==> config.mk <==
export PLATFORM = sky130hd
export DESIGN_NAME = vrt_ctrl
export DESIGN_NICKNAME = d
export VERILOG_FILES = /design/src/hw/rtl/vrt_pkg.sv /design/src/hw/rtl/vrt_ctrl.sv
export SDC_FILE = /design/constraint.sdc
export NUM_CORES = 1
export LEC_CHECK = 0
export BUFFER_PORTS_ARGS = -buffer_cell sky130_fd_sc_hd__buf_2
export CAP_MARGIN = 20
export CORE_MARGIN = 4
export CORE_UTILIZATION = 30
export DETAILED_ROUTE_END_ITERATION = 10
export SETUP_SLACK_MARGIN = 0.02
export SKIP_CTS_REPAIR_TIMING = 1
export SLEW_MARGIN = 20
export SYNTH_ARGS = -nofsm -noshare
export SYNTH_HDL_FRONTEND = slang
export SYNTH_SLANG_ARGS = --single-unit
==> constraint.sdc <==
create_clock -name clock -period 3.1 [get_ports clock]
set_input_delay 0.31 -clock clock [delete_from_list [all_inputs] [get_ports clock]]
set_output_delay 0.31 -clock clock [all_outputs]
set_load 0.005 [all_outputs]
==> src/hw/rtl/vrt_pkg.sv <==
// ----------------------------------------------------------------------------
// Voxel ray traversal package
// Types and constants shared by the controller, the datapath and the checker.
// ----------------------------------------------------------------------------
package vrt_pkg;

   typedef enum logic [1:0] {
      STATUS_MISS     = 2'd0,
      STATUS_HIT      = 2'd1,
      STATUS_ZERO_DIR = 2'd2,
      STATUS_WRITE    = 2'd3
   } status_type;

   localparam logic [1:0] FACE_NONE = 2'd0;

   localparam int T_W    = 33;
   localparam int Q_W    = 31;
   localparam int CELL_W = 10;
   localparam int DIV_STEPS = 31;
   localparam logic [2:0] DIV_LAST_SEL = 3'd5;
   localparam logic [T_W-1:0] T_INF = {T_W{1'b1}};

   typedef struct packed {
      logic       load;
      logic       wr;
      logic       clr;
      logic       div_start;
      logic [2:0] div_sel;
      logic       rd;
      logic       step;
      logic       res_load;
      status_type res_status;
   } cmd_type;

   typedef struct packed {
      logic clr_last;
      logic div_done;
      logic alive;
      logic in_grid;
      logic solid;
      logic over;
      logic is_write;
      logic zero_dir;
   } stat_type;

endpackage

==> src/hw/rtl/vrt_ctrl.sv <==
// ----------------------------------------------------------------------------
// Voxel ray traversal controller
// Sequences the clearing pass, writes, the setup divisions, the cell walk and the result hand-off.
// ----------------------------------------------------------------------------
module vrt_ctrl (
   input  logic              clock,
   input  logic              reset,
   input  logic              req_valid,
   output logic              req_stall,
   output logic              rsp_valid,
   input  logic              rsp_stall,
   input  vrt_pkg::stat_type stat,
   output vrt_pkg::cmd_type  cmd
);
   import vrt_pkg::*;

   typedef enum logic [2:0] {
      ST_CLEAR, ST_IDLE, ST_DIV, ST_WALK, ST_LOOK, ST_RESULT
   } state_type;

   state_type  state_ff, state_in;
   logic [2:0] sel_ff, sel_in;
   status_type res_ff, res_in;
   logic       rsp_valid_ff, rsp_valid_in;

   always_comb begin
      state_in = state_ff;
      sel_in   = sel_ff;
      res_in   = res_ff;
      cmd      = '0;
      cmd.res_status = res_ff;
      cmd.div_sel    = sel_ff;
      case (state_ff)
         ST_CLEAR: begin
            cmd.clr = 1'b1;
            if (stat.clr_last) begin
               state_in = ST_IDLE;
            end
         end
         ST_IDLE: begin
            if (req_valid) begin
               if (stat.is_write) begin
                  cmd.wr   = 1'b1;
                  res_in   = STATUS_WRITE;
                  state_in = ST_RESULT;
               end else if (stat.zero_dir) begin
                  res_in   = STATUS_ZERO_DIR;
                  state_in = ST_RESULT;
               end else begin
                  cmd.load      = 1'b1;
                  cmd.div_start = 1'b1;
                  cmd.div_sel   = 3'd0;
                  sel_in        = 3'd0;
                  state_in      = ST_DIV;
               end
            end
         end
         ST_DIV: begin
            if (stat.div_done) begin
               if (sel_ff == DIV_LAST_SEL) begin
                  state_in = ST_WALK;
               end else begin
                  cmd.div_start = 1'b1;
                  cmd.div_sel   = sel_ff + 3'd1;
                  sel_in        = sel_ff + 3'd1;
               end
            end
         end
         ST_WALK: begin
            if (!stat.alive) begin
               res_in   = STATUS_MISS;
               state_in = ST_RESULT;
            end else if (stat.in_grid) begin
               cmd.rd   = 1'b1;
               state_in = ST_LOOK;
            end else if (stat.over) begin
               res_in   = STATUS_MISS;
               state_in = ST_RESULT;
            end else begin
               cmd.step = 1'b1;
            end
         end
         ST_LOOK: begin
            if (stat.solid) begin
               res_in   = STATUS_HIT;
               state_in = ST_RESULT;
            end else if (stat.over) begin
               res_in   = STATUS_MISS;
               state_in = ST_RESULT;
            end else begin
               cmd.step = 1'b1;
               state_in = ST_WALK;
            end
         end
         ST_RESULT: begin
            if (!(rsp_valid_ff && rsp_stall)) begin
               cmd.res_load = 1'b1;
               state_in     = ST_IDLE;
            end
         end
         default: begin
            state_in = ST_IDLE;
         end
      endcase
      rsp_valid_in = cmd.res_load || (rsp_valid_ff && rsp_stall);
   end

   always_ff @(posedge clock) begin
      if (reset) begin
         state_ff     <= ST_CLEAR;
         sel_ff       <= 3'd0;
         res_ff       <= STATUS_MISS;
         rsp_valid_ff <= 1'b0;
      end else begin
         state_ff     <= state_in;
         sel_ff       <= sel_in;
         res_ff       <= res_in;
         rsp_valid_ff <= rsp_valid_in;
      end
   end

   assign req_stall = (state_ff != ST_IDLE);
   assign rsp_valid = rsp_valid_ff;

endmodule

==> impl_metrics.yaml, run 1 <==
global_routing:
  grt_pass1_wl_um: 3010
  antenna_found_initial: 0
  gr-total-overflow: 0
  grt_use_total_pct: 11.4
  grt_pass1_vias: 678
  grt_max_degree: 15
clocking:
  clk_path_buf_depth: 2
  worst_skew_pair.late_latency_ps: 260
  cts_tree: "built"
  numCtsBuffers: 3
  clock-root-buffer: "clkbuf_4"
  htree_levels: 1
  cts.sinks: 9
  clk_pin_slew_worst_paths_ps: 60
detailed_routing:
  vias_per_cell: 5.07
  drc: 0
  drt_pre_antenna_iters: 4
  drt_iter0_drc: 13
  postRouteAntennaNets: 0
  wire_per_inst_um: 11.6
  vias: 751
  routed_wirelength_um: 1720
place:
  placed_area_um2: 885
  port_buffers: 25
  gp_congestion: 0.840
  hpwl_um: 1370
sta:
  fmax_ghz: 0.410
  slew_headroom_pct: 64.0
  tns_ps: 0
  finalCritPeriodShare_pct: 78.6
  slew_violations: 0
  fin_crit_ps: 2440
  finalHoldViolCount: 0
  rsz0062_at_grt: "no"
  setup_violations: 0
  finClkSkew_ps: 2.92
  hold_slack_ps: 353
  worstMarginPinSlew_ps: 540
synth:
  synthCells: 96
  avgSynthCellArea_um2: 7.92
  synth_edf_count: 0
  synthSimpleGateAreaFrac_pct: 38.3
  synth_mux_area_share_pct: 2.63
  ys_ff_latch: 9
  synthXorXnorAreaFrac_pct: 0
  synth_nets: 110
  yosys_most_used_dff: "dfxtp_1"
  synth-compound-area-share_pct: 24.3
  async_reset_ff_share_pct: 0
  synth_warnings: 0
  synth_top_family_by_area: "simple AND/OR/NAND/NOR gates"
  synthAdderAreaFrac_pct: 3.29
  synth.distinct_cells: 40
  ys_seq_area_share_pct: 23.7
  syn_area_um2: 761
finish:
  syn_to_final_growth_pct: 19.9
  nNetsFinal: 135
  multiInputGateArea_um2: 522
  fillCellCount: 245
  regArea_um2: 180
  diodes: 0
  drive_gt1_share_pct: 30.8
  design_area_um2: 912
floorplanning:
  die_w_um: 58.4
  dieArea_mm2: 0.00341
  die_h_um: 58.4
  ios: 26
  core_area_mm2: 0.00232
  start_util_pct: 32.8
  rows: 17
critical_path:
  crit_required_ps: 2790
  arrival_ps: 2130
  critPathLaunchType: "flop"
  path_class: "reg2out"
  cp-end-kind: "output port"
  max_stage_delay_ps: 660
  path_cells: "nor3b_2, nand3_1, and3_1, or2_1, buf_2"
  cpLargestDelayFamily: "simple AND/OR/NAND/NOR gates"
  path_max_fanout: 14
  cp_num_buf_inv: 1
  cp_slowest_cell: "dfxtp_1"
pwr:
  switching_share_pct: 35.2
  max-vdd-ir-drop_mv: 0.297
  leakage_nw: 0.451
  comb_power_share_pct: 32.5
  p_sw_mw: 0.124
  seqPwrFrac_pct: 41.4
  power_mw: 0.353
  p_per_area_mw_per_mm2: 387
  p_int_mw: 0.229
  power_frac_clock_pct: 26.1
job:
  max_cap_violations: 0
status:
  outcome: "completed"
hold_path:
  hp-class: "in2reg"
==> path summary, 6_finish.rpt <==
check	from	to	slack, ps	cells after the start
min reg2reg	res_ff[0]$_SDFFE_PP0P_	res_ff[0]$_SDFFE_PP0P_	460	2
max reg2reg	state_ff[1]$_SDFFE_PP0P_	sel_ff[0]$_SDFFE_PP0P_	1310	4
min	rsp_stall	rsp_valid$_SDFF_PP0_	350	3
max	state_ff[1]$_SDFFE_PP0P_	cmd[5]	660	5
==> placed cells by master (no fill, tap or decap), drive strengths merged, types with 2 or more instances in the layout <==
cell	count
a21oi	9
nor2	8
and3	2
mux2i	2
dfxtp	9
nand2	6
o21ai	3
inv	6
nand2b	3
nor3	5
nand3	6
clkbuf	3
o2bb2ai	2
or3b	2
or3	2
nor4	2
ha	2
nor2b	3
nor3b	3
or2	2
o211ai	2
buf	25
==> metal layers <==
layer  routed length (um)  global-route usage (%)  share of wire, %
met4                   23                    3.97               1.3
met3                  117                    4.39               6.8
met2                  767                    16.6                44
met1                  815                    15.2                47
met5                    0                       0                 0
==> cells by family (layout without fill, tap and decap cells) <==
| logic type | count (synthesis) | after routing |
|---|---|---|
| muxes | 2 | 2 |
| buffers and inverters | 11 | 35 |
| adders and majority gates | 2 | 2 |
| DFF | 9 | 9 |
| AOI/OAI and AO/OA | 25 | 25 |
| and+or+nand+nor | 47 | 47 |
==> worst register-to-register path: cells and delay by family, from the launching register on <==
family	cells	cell delay [ps]
flops	1	660
simple gates	3	850
compound gates	1	180
==> sequential cells by signal, summed over array words and instances (netlist names) <==
name,flops
rsp_valid,1
res_ff,2
sel_ff,3
state_ff,3
==> Yosys cell counts (3+ instances only) <==
cell type / instances / area, um^2
dfxtp_1: 9 / 180
a21oi_1: 8 / 40.0
nor2_1: 8 / 30.0
nand2_1: 6 / 22.5
nand3_1: 6 / 30.0
inv_1: 5 / 18.8
nor3_1: 4 / 20.0
nand2b_1: 3 / 18.8
nor2b_1: 3 / 18.8
==> power groups by stage <==
stage | combinational [mW] | sequential, mW | clock (mW)
5_1_grt | 0.129 | 0.148 | 0.100
4_1_cts | 0.115 | 0.146 | 0.0958
6_report | 0.115 | 0.146 | 0.0920
3_3_place_gp | 0.115 | 0.148 | 0
3_5_place_dp | 0.115 | 0.149 | 0
2_1_floorplan | 0.0970 | 0.135 | 0
==> per-stage QoR <==
step / worst slack, ps / instances / utilization, %
CTS: 679 / 148 / 39.3
finish: 663 / 148 / 39.3
detailed placement: 979 / 144 / 38.2
global route: 485 / 148 / 39.3
floorplan: 1460 / 96 / -
global placement: 1070 / 144 / 38.2
==> area by class of cell <==
type / instances / area share (%)
Multi-Input combinational cell: 76 / 57.2
Sequential cell: 9 / 19.8
Timing Repair Buffer: 25 / 13.7
Tap cell: 28 / 3.84
Clock buffer: 3 / 2.47
Inverter: 6 / 2.47
Clock inverter: 1 / 0.549
No activity file was read; power rests on OpenSTA's default activity.
==> run 2: changes to the inputs <==
--- a/config.mk
+++ b/config.mk
@@ -5,6 +5,7 @@
 export SDC_FILE = /design/constraint.sdc
 export NUM_CORES = 1
 export LEC_CHECK = 0
+export ABC_AREA = 1
 export BUFFER_PORTS_ARGS = -buffer_cell sky130_fd_sc_hd__buf_2
 export CAP_MARGIN = 20
 export CORE_MARGIN = 4
==> constraint.sdc (replaced) <==
create_clock -name clock -period 2.45 [get_ports clock]
set_input_delay 0.245 -clock clock [delete_from_list [all_inputs] [get_ports clock]]
set_output_delay 0.245 -clock clock [all_outputs]
set_load 0.005 [all_outputs]
==> run 2 against run 1 <==
Net effect:
- final area rose by 11%
- sequential power rose by 86%
- register-to-register slack got worse by 510 ps
- worst setup slack got worse by 250 ps
- largest power group is now combinational logic
- synthesized area rose by 11%
- die area rose by 9.8%
- first-iteration DRC count fell by 15%
- clock power rose by 39%
- non-clock buffer count did not move
- sequential share of layout area fell by 2.0 points
==> impl_metrics.yaml, run 2 <==
status:
  outcome: "completed"
critical_path:
  critPathLaunchType: "flop"
  path_max_fanout: 8
  cp-end-kind: "output port"
  crit_required_ps: 2200
  path_class: "reg2out"
  arrival_ps: 1790
synth:
  synthCells: 128
  async_reset_ff_share_pct: 0
  syn_area_um2: 847
  yosys_most_used_dff: "dfxtp_1"
  netlist_top_cells_area: "dfxtp_1 21%, nor2_1 9.7%, nand2_1 8.4%"
  synth_edf_count: 0
  synth_nets: 142
  synth.distinct_cells: 29
  synthTopCellsByCount: "22 x nor2_1, 19 x nand2_1, 16 x inv_1"
  avgSynthCellArea_um2: 6.62
  ys_seq_area_share_pct: 21.3
  ys_ff_latch: 9
  synth_warnings: 0
  synth_top_area_share_pct: 21.3
  synth_top_area_cell: "dfxtp_1"
  yosysMostFrequentCell: "nor2_1"
sta:
  setup_violations: 0
  finalHoldViolCount: 0
  finClkSkew_ps: 3.25
  worstMarginPinSlew_ps: 610
  slew_headroom_pct: 59.3
  tns_ps: 0
  rsz0062_at_grt: "no"
  slew_violations: 0
  fmax_ghz: 0.491
  fin_crit_ps: 2030
  finalCritPeriodShare_pct: 83.1
pwr:
  leakage_nw: 0.530
  max-vdd-ir-drop_mv: 0.401
  p_per_area_mw_per_mm2: 907
clocking:
  clk_pin_slew_worst_paths_ps: 70
  worst_skew_pair.late_latency_ps: 280
  htree_levels: 1
  numCtsBuffers: 3
  clk_path_buf_depth: 2
  clock-root-buffer: "clkbuf_4"
  cts.sinks: 9
  cts_tree: "built"
detailed_routing:
  wire_per_inst_um: 11.1
  routed_wirelength_um: 2060
  drt_iter0_drc: 11
  drt_pre_antenna_iters: 4
  drc: 0
  vias_per_cell: 4.67
  postRouteAntennaNets: 0
  vias: 868
floorplanning:
  die_h_um: 61.1
  die_w_um: 61.1
  ios: 26
  dieArea_mm2: 0.00374
  rows: 19
  start_util_pct: 31.0
  core_area_mm2: 0.00273
finish:
  diodes: 0
  regArea_um2: 180
  drive_gt1_share_pct: 36.8
  syn_to_final_growth_pct: 19.8
  final_cell_mix: "25 x buf_2, 22 x nor2_1, 19 x nand2_1, 16 x inv_1, 14 x nand3_1"
  nNetsFinal: 170
  fillCellCount: 296
  final_common_cell: "buf_2"
  multiInputGateArea_um2: 561
  biggestRegsByFlops: "sel_ff (3), state_ff (3), res_ff (2)"
  final_cells: 186
place:
  gp_congestion: 0.823
  hpwl_um: 1680
  placed_cells: 182
  port_buffers: 25
global_routing:
  grt_pass1_wl_um: 3570
  gr-total-overflow: 0
  antenna_found_initial: 0
  grt_use_total_pct: 12.6
  grt_max_degree: 14
  grt_pass1_vias: 856
hold_path:
  hp-class: "in2reg"
job:
  max_cap_violations: 0
## run 2: changes by cell type in the layout (fill, tap and decap cells not counted), sizes merged, moves of 3 or more
cell	delta
nor2	+21
nand2	+20
inv	+15
nand3	+11
o21ai	+4
nand2b	-3
nor2b	-3
nor3	-3
nor3b	-3
## run 2: final cells by class
| cell class | instances | area share, % |
|---|---|---|
| Inverter | 21 | 8.26 |
| Tap cell | 31 | 3.82 |
| Sequential cell | 9 | 17.8 |
| Clock buffer | 4 | 2.59 |
| Timing Repair Buffer | 25 | 12.3 |
| Multi-Input combinational cell | 96 | 55.2 |
## run 2: path summary, 6_finish.rpt
kind / start / end / slack, ps / cells after the start
setup / recovery: state_ff[0]$_SDFFE_PP0P_ / cmd[7] / 420 / 8
hold / removal: reset / res_ff[1]$_SDFFE_PP0P_ / 200 / 2
setup reg to reg: state_ff[2]$_SDFFE_PP0P_ / state_ff[0]$_SDFFE_PP0P_ / 800 / 7
hold reg to reg: rsp_valid$_SDFF_PP0_ / rsp_valid$_SDFF_PP0_ / 490 / 2
## run 2: kinds of logic (layout without fill, tap and decap cells)
group                      Yosys count  after routing  share of synthesized area, %
and+or+nand+nor                     78             78                          49.9
buffers and inverters               23             50                          12.6
AOI/OAI and AO/OA                   15             15                          12.3
DFF                                  9              9                          21.3
adders and majority gates            2              2                          2.95
xor gates and xnor gates             1              1                          1.03
## run 2: stage by stage
| stage | hold slack (ps) | instance area [um^2] | power, mW | util, % | setup WS, ps |
|---|---|---|---|---|---|
| after floorplan | 307 | 847 | 0.686 | - | 1040 |
| after global placement | 473 | 988 | 0.789 | 36.2 | 782 |
| after detailed placement | 482 | 988 | 0.798 | 36.2 | 704 |
| after CTS | 209 | 1010 | 0.924 | 37.1 | 409 |
| after global routing | 200 | 1010 | 1.02 | 37.1 | 299 |
| final | 195 | 1010 | 0.920 | 37.1 | 415 |
## run 2: where the power goes
group          switching [mW]  internal [mW]
sequential             0.0869          0.185
combinational           0.310          0.210
clock                  0.0647         0.0632
total                   0.461          0.459
## run 2: routing by layer
layer	global-route usage [%]	wire length [um]	vias to the layer above
met3	2.94	86	5
met1	15.9	933	391
li1	-	-	457
met4	5.88	38	0
met5	0	0	-
met2	20.4	1000	15
## run 2: critical path: stages (launching register included)
cell     delay (ps)
dfxtp_1         630
inv_4            70
nor2_1          190
nand4_2         180
nand2_4         140
o21ai_2          70
o21ai_2          60
inv_1            40
buf_2           120
==> run 3: changes to the inputs <==
==> constraint.sdc (replaced) <==
create_clock -name clock -period 2 [get_ports clock]
set_input_delay 0.2 -clock clock [delete_from_list [all_inputs] [get_ports clock]]
set_output_delay 0.2 -clock clock [all_outputs]
set_load 0.005 [all_outputs]
==> run 3 against run 2 <==
Net effect:
- first-iteration DRC count down 18%
- sequential share of layout area down 0.32 points
- total power up 24%
- worst setup slack lost 200 ps
- core utilization rose by 0.69 points
- clock power up 17%
- largest power group unchanged
- die area stayed put
- flip-flop and latch count unchanged
==> impl_metrics.yaml, run 3 (same netlist as run 2, synthesis figures left out) <==
sta:
  slew_violations: 0
  fin_crit_ps: 1790
  finalHoldViolCount: 0
  setup_violations: 0
  hold_slack_ps: 161
  slew_headroom_pct: 78.5
  worstMarginPinSlew_ps: 322
  rsz0062_at_grt: "no"
  finClkSkew_ps: 2.30
  finalCritPeriodShare_pct: 89.3
  fmax_ghz: 0.560
  tns_ps: 0
critical_path:
  worstReg2RegStart: "state_ff[0]$_SDFFE_PP0P_"
  path_cells: "inv_1, ha_1, a21oi_2, nand2_2, nand2_4, o21ai_2, o21ai_2, inv_1, buf_2"
  critPathLaunchType: "flop"
  reg2reg_to: "res_ff[1]$_SDFFE_PP0P_"
  cp_slowest_cell: "dfxtp_1"
  crit_required_ps: 1800
  cp-end-kind: "output port"
  path_class: "reg2out"
  path_max_fanout: 4
  timing.critical_path.from: "sel_ff[1]$_SDFFE_PP0P_"
  arrival_ps: 1590
  reg2reg_depth: 8
  max_stage_delay_ps: 370
  regToRegSetupSlack_ps: 600
finish:
  diodes: 0
  final_cell_mix: "25 x buf_2, 22 x nor2_1, 19 x nand2_1, 16 x inv_1, 14 x nand3_1"
  nNetsFinal: 172
  multiInputGateArea_um2: 564
  biggestRegsByFlops: "sel_ff (3), state_ff (3), res_ff (2)"
  design_area_mm2: 0.00103
  final_common_cell: "buf_2"
  fillCellCount: 283
  syn_to_final_growth_pct: 22.0
  drive_gt1_share_pct: 38.2
  regArea_um2: 180
  utilization_pct: 37.8
detailed_routing:
  met3_wirelength_um: 106
  vias: 888
  postRouteAntennaNets: 0
  drc: 0
  wire_per_inst_um: 10.6
  routed_wirelength_um: 1990
  drt_iter0_drc: 9
  drt_pre_antenna_iters: 4
  wl_met1_um: 855
  dr.max_layer_used: "met4"
  wl_met2_um: 1010
  vias_per_cell: 4.72
hold_path:
  hp-class: "in2reg"
  min-delay-start: "reset"
  min_to: "res_ff[1]$_SDFFE_PP0P_"
  hold_depth: 2
place:
  placed_area_mm2: 0.00100
  hpwl_um: 1730
  port_buffers: 25
  gp_congestion: 0.793
job:
  max_cap_violations: 0
global_routing:
  grt_pass1_vias: 841
  gr-total-overflow: 0
  antenna_found_initial: 0
  grt_pass1_wl_um: 3440
  grt_use_total_pct: 12.1
  grt_max_degree: 10
clocking:
  numCtsBuffers: 3
  worst_skew_pair.late_latency_ps: 270
  clk_pin_slew_worst_paths_ps: 60
  cts_tree: "built"
  htree_levels: 1
  clock-root-buffer: "clkbuf_4"
  cts.sinks: 9
  clk_path_buf_depth: 2
floorplanning:
  dieArea_mm2: 0.00374
  rows: 19
  core_area_mm2: 0.00273
  die_w_um: 61.1
  die_h_um: 61.1
  start_util_pct: 31.0
  ios: 26
status:
  outcome: "completed"
pwr:
  max-vdd-ir-drop_mv: 0.564
  leakage_nw: 0.540
  p_per_area_mw_per_mm2: 1100
==> run 3: cell types whose count changed in the layout (fill, tap and decap cells not counted), sizes merged <==
cell,change
buf,+2
==> run 3: where the power goes <==
part	leakage [nW]	internal, mW	total [mW]	switching (mW)
Combinational	0.452	0.278	0.697	0.419
Sequential	0.0738	0.227	0.291	0.0632
Clock	0.0150	0.0773	0.150	0.0727
==> run 3: critical path: cells and delay by family (launching register included) <==
family | cells | cell delay, ps
flops | 1 | 370
compound gates | 3 | 290
simple gates | 2 | 240
buf+inv | 3 | 230
fa+ha+maj | 1 | 200
==> run 3: worst max path at each step <==
stage                        end  slack [ps]  depth (start not counted)
after global placement    cmd[7]         520                          9
after CTS                 cmd[7]         130                          9
final                     cmd[7]         210                          9
after global routing      cmd[7]          70                          9
after detailed placement  cmd[7]         440                          9
after floorplan           cmd[7]         630                          8
==> run 3: routing by layer <==
layer / global-route usage [%] / vias to the layer above
met5: 0 / -
met4: 3.41 / 0
met3: 3.98 / 2
met2: 20.4 / 20
met1: 14.8 / 400
li1: - / 466
==> run 3: layout make-up <==
type,instances,share of cell area [%]
Multi-Input combinational cell,96,54.6
Clock buffer,4,2.54
Inverter,21,8.11
Timing Repair Buffer,27,13.6
Sequential cell,9,17.4
Tap cell,31,3.75
==> run 3: stage by stage <==
stage	cells	setup WS, ps	total power [mW]
detailed placement	184	442	0.998
finish	188	213	1.14
global route	188	65.7	1.27
global placement	184	515	0.993
floorplan	128	632	0.840
CTS	188	132	1.15
